## config.mk

```make
export PLATFORM = sky130hd
export DESIGN_NAME = mau_divider
export DESIGN_NICKNAME = d
export VERILOG_FILES = /design/src/hdl/mau_pkg.sv /design/src/hdl/mau_divider.sv
export SDC_FILE = /design/constraint.sdc
export NUM_CORES = 1
export LEC_CHECK = 0
export BUFFER_PORTS_ARGS = -buffer_cell sky130_fd_sc_hd__buf_2
export CORE_AREA = 2 2 168 170
export CTS_BUF_LIST = sky130_fd_sc_hd__clkbuf_16
export CTS_CLUSTER_SIZE = 14
export DETAILED_ROUTE_END_ITERATION = 10
export DIE_AREA = 0 0 170 172
export PLACE_DENSITY = 0.5
export SLEW_MARGIN = 40
export SYNTH_ARGS = -nofsm -noshare
export SYNTH_HDL_FRONTEND = slang
export SYNTH_SLANG_ARGS = --single-unit
```

## constraint.sdc

```tcl
create_clock -name i_clk -period 3.6 [get_ports i_clk]
set_input_delay 0.36 -clock i_clk [delete_from_list [all_inputs] [get_ports i_clk]]
set_output_delay 0.36 -clock i_clk [all_outputs]
set_load 0.05 [all_outputs]
```

## src/hdl/mau_pkg.sv

```systemverilog
// shared types and constants for the modular arithmetic unit
`timescale 1ns / 1ps
package mau_pkg;
    localparam int MOD_BITS = 31;
    localparam int EXP_BITS = 63;
    localparam int WIDE_BITS = 64;
    localparam int CNT_BITS = $clog2(WIDE_BITS + 1);

    typedef enum logic [2:0] {
        OP_REDUCE = 3'd0,
        OP_ADD    = 3'd1,
        OP_SUB    = 3'd2,
        OP_MUL    = 3'd3,
        OP_DIV    = 3'd4,
        OP_INV    = 3'd5,
        OP_POW    = 3'd6,
        OP_NEG    = 3'd7
    } t_opcode;

    // divider command and response
    typedef struct packed {
        logic                 start;
        logic [WIDE_BITS-1:0] dividend;
        logic [MOD_BITS-1:0]  divisor;
    } t_div_req;

    typedef struct packed {
        logic                 done;
        logic [WIDE_BITS-1:0] quot;
        logic [MOD_BITS-1:0]  rem;
    } t_div_rsp;
endpackage

```

## src/hdl/mau_divider.sv

```systemverilog
// restoring divider, one quotient bit per cycle
`timescale 1ns / 1ps
module mau_divider
    import mau_pkg::*;
(
    input  logic     i_clk,
    input  logic     i_rst_n,
    input  t_div_req i_req,
    output t_div_rsp o_rsp
);
    logic [WIDE_BITS-1:0] r_quot, n_quot;
    logic [MOD_BITS:0]    r_rem, n_rem;
    logic [MOD_BITS-1:0]  r_div, n_div;
    logic [CNT_BITS-1:0]  r_cnt, n_cnt;
    logic                 r_busy, n_busy, r_done, n_done;
    logic [MOD_BITS+1:0]  trial;

    always_comb begin
        n_quot = r_quot;
        n_rem  = r_rem;
        n_div  = r_div;
        n_cnt  = r_cnt;
        n_busy = r_busy;
        n_done = 1'b0;
        trial  = {r_rem, r_quot[WIDE_BITS-1]} - {2'b00, r_div};
        if (i_req.start) begin
            n_quot = i_req.dividend;
            n_rem  = '0;
            n_div  = i_req.divisor;
            n_cnt  = CNT_BITS'(WIDE_BITS);
            n_busy = 1'b1;
        end else if (r_busy) begin
            // shift in the next dividend bit, keep the quotient bit
            if (!trial[MOD_BITS+1]) begin
                n_rem = trial[MOD_BITS:0];
            end else begin
                n_rem = {r_rem[MOD_BITS-1:0], r_quot[WIDE_BITS-1]};
            end
            n_quot = {r_quot[WIDE_BITS-2:0], ~trial[MOD_BITS+1]};
            n_cnt  = r_cnt - 1'b1;
            if (r_cnt == CNT_BITS'(1)) begin
                n_busy = 1'b0;
                n_done = 1'b1;
            end
        end
    end

    always_ff @(posedge i_clk) begin
        if (!i_rst_n) begin
            r_busy <= 1'b0;
            r_done <= 1'b0;
            r_cnt  <= '0;
        end else begin
            r_busy <= n_busy;
            r_done <= n_done;
            r_cnt  <= n_cnt;
        end
        r_quot <= n_quot;
        r_rem  <= n_rem;
        r_div  <= n_div;
    end

    assign o_rsp.done = r_done;
    assign o_rsp.quot = r_quot;
    assign o_rsp.rem  = r_rem[MOD_BITS-1:0];
endmodule

```

==> Word-level counts from Yosys, hierarchy flattened <==
Index checks and enable logic that the tools add are counted.
{ "word_totals": {"reg_bits": 136, "in_bits": 98, "out_inout_bits": 96} }
{ "op_classes": {"addsub": 2, "eq_ne": 1, "mux": 9, "n_bitwise": 3, "reduce_logical": 3} }
{ "op_table": {"columns": ["cell", "n"], "rows": [
  ["$mux W64", 2],
  ["$sub A33 B31 Y33", 1],
  ["$mux W32", 1],
  ["$mux W7", 2],
  ["$eq A7 B1 Y1 const B", 1],
  ["$sub A7 B1 Y7 const B", 1],
  ["$mux W1", 4],
  ["$not A1 Y1", 3],
  ["$reduce_or A3 Y1", 1],
  ["$reduce_bool A2 Y1", 1],
  ["$reduce_or A2 Y1", 1]
]} }

==> Longest topological paths before layout <==
Gate-level depths: netlist of the first run.
{ "logic_depth": {"word_depth": 4, "depth_mapped": 13, "mapped_depth_nobuf": 11} }

==> Worst setup path before layout of the first run <==
OpenSTA, ideal clock, no wires.
{ "synth_path": {"path_kind": "flip-flop to flip-flop", "start": "register r_quot[63]", "end": "register r_rem[30]", "setup_time_ps": 91, "t_arrival_ps": 2878, "t_required_ps": 3509, "setup_slack_ps": 632, "path_stages_with_launch": 12, "path_buffers": 0, "cell_sequence": "edfxtp_1 inv_1 ha_1 fa_1 nor2b_1 o31ai_1 a31o_2 a21oi_1 a21boi_0 o41ai_1 nand4_1 a311oi_1"} }
{ "synth_between": {"elab_chain_cells": 2} }
{ "synth_lines": {"columns": ["item", "line_no", "text"], "rows": [
  ["from (decl)", "mau_divider.sv:11", "logic [WIDE_BITS-1:0] r_quot, n_quot;"],
  ["from (signal assigned)", "mau_divider.sv:58", "r_quot <= n_quot;"],
  ["$sub A33 B31 Y33", "mau_divider.sv:25", "trial = {r_rem, r_quot[WIDE_BITS-1]} - {2'b00, r_div};"],
  ["$mux W32", "mau_divider.sv:34", "if (!trial[MOD_BITS+1]) begin"],
  ["to (signal assigned)", "mau_divider.sv:59", "r_rem <= n_rem;"],
  ["to (decl)", "mau_divider.sv:12", "logic [MOD_BITS:0] r_rem, n_rem;"]
]} }
Every way passes these cells.
A chain may end at the register's enable or synchronous reset.

==> Worst setup path after layout of the first run <==
{ "layout_path": {"start": "register r_quot[63]", "end": "register r_rem[17]"} }
The elaborated chain is that of the path after synthesis.

==> results of run 1 <==
## power breakdown
group / switching, mW / internal [mW]
clock network: 0.733 / 1.16
registers: 0.104 / 1.85
logic: 1.01 / 0.528
## Yosys cell counts (6+ instances only)
library cell   n  share of area (%)
xor2_1        14                1.6
nand2_1       26                1.3
a21o_1         6               0.60
a21oi_1       30                2.0
clkbuf_1      25                1.2
inv_1         45                2.2
dfxtp_1       41                 11
nand4_1       10               0.83
a31oi_1        6               0.50
mux2_2        63                9.4
ha_1          33                5.5
nor2_1        59                2.9
edfxtp_1      95                 38
nand3_1        9               0.60
xnor2_1       18                2.1
o21a_1         8               0.80
buf_4         33                3.3
nand2b_1       9               0.75
nor3_1         6               0.40
a211oi_1      27                2.7
o211ai_1       6               0.60
mux2i_1       25                3.3
o21ai_0       15               0.99
## how the worst max path moves through the flow
stage,start,end,depth (start not counted)
2_1_floorplan,r_quot[63]$_DFFE_PP_,r_rem[30]$_SDFFE_PP0P_,11
3_3_place_gp,r_quot[63]$_DFFE_PP_,r_rem[28]$_SDFFE_PP0P_,12
3_5_place_dp,r_quot[63]$_DFFE_PP_,r_rem[28]$_SDFFE_PP0P_,12
4_1_cts,r_quot[63]$_DFFE_PP_,r_rem[28]$_SDFFE_PP0P_,12
5_1_grt,r_quot[63]$_DFFE_PP_,r_rem[27]$_SDFFE_PP0P_,12
6_report,r_quot[63]$_DFFE_PP_,r_rem[17]$_SDFFE_PP0P_,12
## routing by layer
metal / track usage [%] / routed length, um / up-vias
met5: 0 / 0 / -
met4: 4.83 / 327 / 0
met3: 5.49 / 1560 / 18
met2: 22.3 / 9250 / 193
met1: 16.7 / 8750 / 2631
li1: - / - / 2768
## stage by stage
stage | std cells | instance area (um^2)
finish | 1192 | 9280
CTS | 1192 | 9280
global placement | 1160 | 8650
floorplan | 678 | 7550
detailed placement | 1160 | 8650
global route | 1192 | 9280
## cell families (layout without fill, tap and decap cells)
kind of cell / after synthesis / in the layout / share of synthesized area (%)
muxes: 88 / 88 / 12.7
and+or+nand+nor: 142 / 142 / 9.10
DFF: 136 / 136 / 48.7
xor gates and xnor gates: 33 / 33 / 3.93
AOI/OAI and AO/OA: 135 / 135 / 12.3
adders and majority gates: 34 / 34 / 5.74
buffers and inverters: 110 / 278 / 7.56
## flip-flops by register name, indices dropped and copies added, names as in the netlist
| signal | flops |
|---|---|
| r_quot | 64 |
| r_rem | 32 |
| r_done | 1 |
| r_div | 31 |
| r_busy | 1 |
| r_cnt | 7 |
## cell type report
| cell class | instances | area [um^2] | area share, % |
|---|---|---|---|
| inverter | 46 | 173 | 1.86 |
| tap | 346 | 433 | 4.67 |
| clock buffer | 17 | 425 | 4.58 |
| sequential | 136 | 3670 | 39.6 |
| timing repair buffer | 200 | 1060 | 11.4 |
| multi-input combinational | 432 | 3310 | 35.7 |
| clock inverter | 15 | 200 | 2.16 |
==> results_dict.tcl, run 1 <==
set metrics [dict create \
    timing.hold.worst.class "in -> reg" \
    final_max_slew_viol_count 0 \
    post-layout-total-power_mw 5.39 \
    critical_path.top_delay_family "compound AO/OA/AOI/OAI gates" \
    buffers_from_clock_root_to_sink_at_most 2 \
    tritoncts_clock_tree "done" \
    synth.cell_area_um2 7550 \
    mappedNetlistNets 810 \
    postLayoutCoreUtil_pct 33.8 \
    drt_first_iter_violations 254 \
    total_congestion_overflow_after_global_routing 0 \
    gp_congestion 0.811 \
    antenna_found_initial 0 \
    worstReg2RegStart "r_quot[63]$_DFFE_PP_" \
    synth-edff-count 95 \
    placement.setup.worst_slack_ns 0.464 \
    nets 965 \
    final_layout_size_suffix_gt1_share_pct 35.8 \
    layout_common_cells "buf_2 (192), edfxtp_1 (95), mux2_2 (63), nor2_1 (59), inv_1 (46)" \
    setup_violations 0 \
    launching_element_type_of_the_critical_path "flip-flop" \
    design.portCount 194 \
    cts.repair_timing.setup_buffer_count 0 \
    post_synth.cell_area_avg_um2 11.1 \
    finClkSkew_ns 0.0145 \
    die_x_um 170 \
    cts.repair.resized 0 \
    critical_path.slowest_cell "o31ai_1" \
    synth_top_flop_cell "edfxtp_1" \
    wire_per_inst_um 16.7 \
    detail_route.vias_per_cell 4.71 \
    power-per-cell-area_nw_per_um2 580 \
    antenna_violating_nets_post_route 0 \
    gr_usage_total_pct 13.8 \
    via_count_of_the_first_global_routing_pass 5731 \
    wire_length_of_the_first_global_routing_pass_mm 31.1 \
    num_vias 5610 \
    cts-root-buf "clkbuf_16" \
    worst_slew_pin_slew_ns 0.672 \
    hp-start "i_req[25]" \
    final_hold_slack_ns 0.104 \
    max_freq_ghz 0.326 \
    synthesis.instances 678 \
    postCtsHoldBufs 0 \
    leakage_power_nw 3.96 \
    largest_net_degree_at_the_start_of_global_routing 65 \
    num-fill-cells 2815 \
    timing.critical_path.fanout_max 24 \
    num_antenna_cells 0 \
    hpwl_mm 14.5 \
    worst_r2r_endpoint "r_rem[17]$_SDFFE_PP0P_" \
    synth_seq_cells 136 \
    route.final.wire_length_mm 19.9 \
    synth.distinct_cells 60 \
    run_status "finished clean" \
    worstPathBufferInverterCount 2 \
    cts_sinks 136 \
    htreeDepth 4 \
    synthesis.yosys.warnings 0 \
    timing.slew.headroom_pct 55.2 \
    cts_inserted_buffers 17 \
    fp-row-count 61 \
    reg2reg_slack_ns 0.53 \
    start_util_pct 27.5 \
    yosysSeqAreaShare_pct 48.7 \
    crit_path_end_kind "flip-flop" \
    async_reset_ff_share_pct 0 \
    grt_setup_unrepaired "no" \
    worst-r2r-cell-count 12 \
    core_um2 27500 \
    post-route-drc-count 0 \
    critical_path_data_required_time_ns 3.87 \
    layout_commonest_cell "buf_2" \
    drt_pass1_iterations 4 \
    post-route-worst-setup-slack_ns 0.530 \
    ir_worst_vdd_mv 0.386 \
    critPathKind "reg -> reg" \
    layout_worst_path_cycle_share_pct 85.3 \
    clock_latency_ns 0.43 \
    crit_path_time_final_ns 3.07 \
    quantity_of_i_o_buffers_inserted_on_ports 193 \
    min_delay_path_depth 1 \
    finalHoldViolCount 0 \
    maxCapViolations 0 \
    die_h_um 172 \
    flow.area_growth_from_synthesis_pct 22.9 \
    timing.critical_path.cells "inv_1 > ha_1 > fa_1 > nor2b_1 > o31ai_1 > a31oi_1 > o211ai_2 > nand3_2 > xnor2_4 > buf_12 > mux2i_1 > a211oi_1" \
    critical-path-max-stage-delay_ns 0.40 \
    setup-tns-final_ns 0 \
    cts.clk_slew.worst_paths_ns 0.07 \
    whs_endpoint "r_div[25]$_DFFE_PP_" \
    crit_arrival_ns 3.34 \
    floorplan.die_area_um2 29200 \
]
(Power assumes the default switching activity.)
==> run 2: changes to the inputs <==
--- a/config.mk
+++ b/config.mk
@@ -6,12 +6,12 @@
 export NUM_CORES = 1
 export LEC_CHECK = 0
 export BUFFER_PORTS_ARGS = -buffer_cell sky130_fd_sc_hd__buf_2
-export CORE_AREA = 2 2 168 170
+export CORE_AREA = 2 2 162 164
 export CTS_BUF_LIST = sky130_fd_sc_hd__clkbuf_16
 export CTS_CLUSTER_SIZE = 14
 export DETAILED_ROUTE_END_ITERATION = 10
-export DIE_AREA = 0 0 170 172
-export PLACE_DENSITY = 0.5
+export DIE_AREA = 0 0 164 166
+export PLACE_DENSITY = 0.53
 export SLEW_MARGIN = 40
 export SYNTH_ARGS = -nofsm -noshare
 export SYNTH_HDL_FRONTEND = slang
==> results_dict.tcl, run 2 (synthesis gave the netlist of run 1 again) <==
set metrics [dict create \
    run_status "finished clean" \
    biggestRegsByFlops "r_quot x64, r_rem x32, r_div x31" \
    gp_congestion 0.833 \
    number_of_flip_flops_under_the_largest_register_name 64 \
    num_antenna_cells 0 \
    leakage_power_nw 3.95 \
    num_vias 5629 \
    post-route-drc-count 0 \
    via_count_of_the_first_global_routing_pass 5739 \
    flow.area_growth_from_synthesis_pct 22.7 \
    fp-row-count 59 \
    detail_route.vias_per_cell 4.77 \
    sw_frac_of_total_pct 34.2 \
    antenna_violating_nets_post_route 0 \
    clkPwrFrac_pct 35.3 \
    timing.critical_path.to "r_rem[11]$_SDFFE_PP0P_" \
    launching_element_type_of_the_critical_path "flip-flop" \
    die_h_um 166 \
    hpwl_mm 14.1 \
    register_area_um2 3670 \
    largest_net_degree_at_the_start_of_global_routing 76 \
    postLayoutCoreUtil_pct 36.1 \
    critPathKind "reg -> reg" \
    timing.critical_path.fanout_max 24 \
    layout_worst_path_cycle_share_pct 87.7 \
    gr_usage_total_pct 14.7 \
    ir_worst_vdd_mv 0.273 \
    placement.setup.worst_slack_ns 0.463 \
    final_max_slew_viol_count 0 \
    cts_sinks 136 \
    final_layout_size_suffix_gt1_share_pct 36.1 \
    finClkSkew_ns 0.0128 \
    total_congestion_overflow_after_global_routing 0 \
    power_frac_seq_pct 36.4 \
    final_hold_slack_ns 0.116 \
    internal_power_mw 3.54 \
    grt_setup_unrepaired "no" \
    layout_commonest_cell "buf_2" \
    worst-r2r-cell-count 12 \
    cts.repair.resized 0 \
    antenna_found_initial 0 \
    timing.critical_path.from "r_quot[63]$_DFFE_PP_" \
    setup-tns-final_ns 0 \
    buffers_from_clock_root_to_sink_at_most 2 \
    cts_inserted_buffers 17 \
    wire_per_inst_um 16.6 \
    start_util_pct 29.5 \
    die_x_um 164 \
    postCtsHoldBufs 0 \
    design.portCount 194 \
    finalHoldViolCount 0 \
    crit_path_end_kind "flip-flop" \
    worstReg2RegStart "r_quot[63]$_DFFE_PP_" \
    cts-root-buf "clkbuf_16" \
    worst_r2r_endpoint "r_rem[11]$_SDFFE_PP0P_" \
    tritoncts_clock_tree "done" \
    wire_length_of_the_first_global_routing_pass_mm 31.3 \
    nets 966 \
    registers.top_by_ff_count "r_quot" \
    worst_slew_pin_slew_ns 0.624 \
    critical_path_data_required_time_ns 3.86 \
    drt_first_iter_violations 296 \
    clock_latency_ns 0.42 \
    power_frac_comb_pct 28.3 \
    num-fill-cells 2588 \
    drt_pass1_iterations 5 \
    cts.repair_timing.setup_buffer_count 0 \
    multi_input_comb_area_um2 3310 \
    timing.slew.headroom_pct 58.1 \
    crit_path_time_final_ns 3.16 \
    maxCapViolations 0 \
    setup_violations 0 \
    core_um2 25600 \
    net-switching-power_mw 1.84 \
    quantity_of_i_o_buffers_inserted_on_ports 193 \
    timing.hold.worst.class "in -> reg" \
    post-route-worst-setup-slack_ns 0.444 \
    floorplan.die_area_um2 27200 \
    htreeDepth 4 \
    max_freq_ghz 0.317 \
    reg2reg_slack_ns 0.44 \
    cts.clk_slew.worst_paths_ns 0.06 \
    layout_common_cells "buf_2 (192), edfxtp_1 (95), mux2_2 (63), nor2_1 (59), inv_1 (44)" \
    route.final.wire_length_mm 19.6 \
    crit_arrival_ns 3.42 \
    power-per-cell-area_nw_per_um2 580 \
]
-- run 2: cell types whose count changed in the layout (fill, tap and decap cells not counted), sizes merged --
cell / delta
inv: -3
clkinv: +2
buf: +1
-- run 2: cell type report --
cell class / instances / area share, %
Tap cell: 335 / 4.53
Clock inverter: 14 / 2.14
Clock buffer: 17 / 4.60
Multi-Input combinational cell: 432 / 35.8
Inverter: 46 / 1.87
Sequential cell: 136 / 39.7
Timing Repair Buffer: 201 / 11.4
-- run 2: worst min path at each step --
| stage | slack (ns) | cells after the start | startpoint | end |
|---|---|---|---|---|
| 6_report | 0.12 | 1 | i_req[30] | r_div[30]$_DFFE_PP_ |
| 3_5_place_dp | 0.49 | 2 | r_cnt[1]$_SDFFE_PP0P_ | r_cnt[1]$_SDFFE_PP0P_ |
| 4_1_cts | 0.09 | 1 | i_req[25] | r_div[25]$_DFFE_PP_ |
| 2_1_floorplan | 0.46 | 0 | i_req[0] | r_div[0]$_DFFE_PP_ |
| 5_1_grt | 0.09 | 1 | i_req[23] | r_div[23]$_DFFE_PP_ |
| 3_3_place_gp | 0.49 | 2 | r_cnt[1]$_SDFFE_PP0P_ | r_cnt[1]$_SDFFE_PP0P_ |
-- run 2: critical path, cell delays in order (launching register included) --
cell and delay [ns]:
edfxtp_1 0.37, inv_1 0.08, ha_1 0.17, fa_1 0.22, nor2b_1 0.08, o31ai_1 0.52
a31oi_1 0.26, o211ai_2 0.25, nand3_2 0.16, xnor2_4 0.16, buf_4 0.37, mux2i_1 0.24
a211oi_1 0.09
-- run 2: layer usage --
layer	track usage [%]	up-vias	routed length [um]
li1	-	2763	-
met5	0	-	0
met3	4.92	13	1470
met1	18.3	2647	8540
met4	3.93	0	233
met2	24.2	206	9390
-- run 2: power groups by stage --
| stage | Clock, mW | Sequential, mW | Combinational [mW] |
|---|---|---|---|
| 3_5_place_dp | 0 | 1.99 | 1.53 |
| 2_1_floorplan | 0 | 2.23 | 0.961 |
| 5_1_grt | 2.01 | 1.98 | 1.65 |
| 4_1_cts | 1.95 | 1.96 | 1.53 |
| 6_report | 1.89 | 1.96 | 1.52 |
| 3_3_place_gp | 0 | 1.99 | 1.53 |
-- run 2: per-stage QoR --
| step | power [mW] | std cells | cell area [um^2] |
|---|---|---|---|
| CTS | 5.45 | 1181 | 9260 |
| finish | 5.37 | 1181 | 9260 |
| global placement | 3.52 | 1150 | 8630 |
| global route | 5.64 | 1181 | 9260 |
| detailed placement | 3.52 | 1150 | 8630 |
| floorplan | 3.20 | 678 | 7550 |
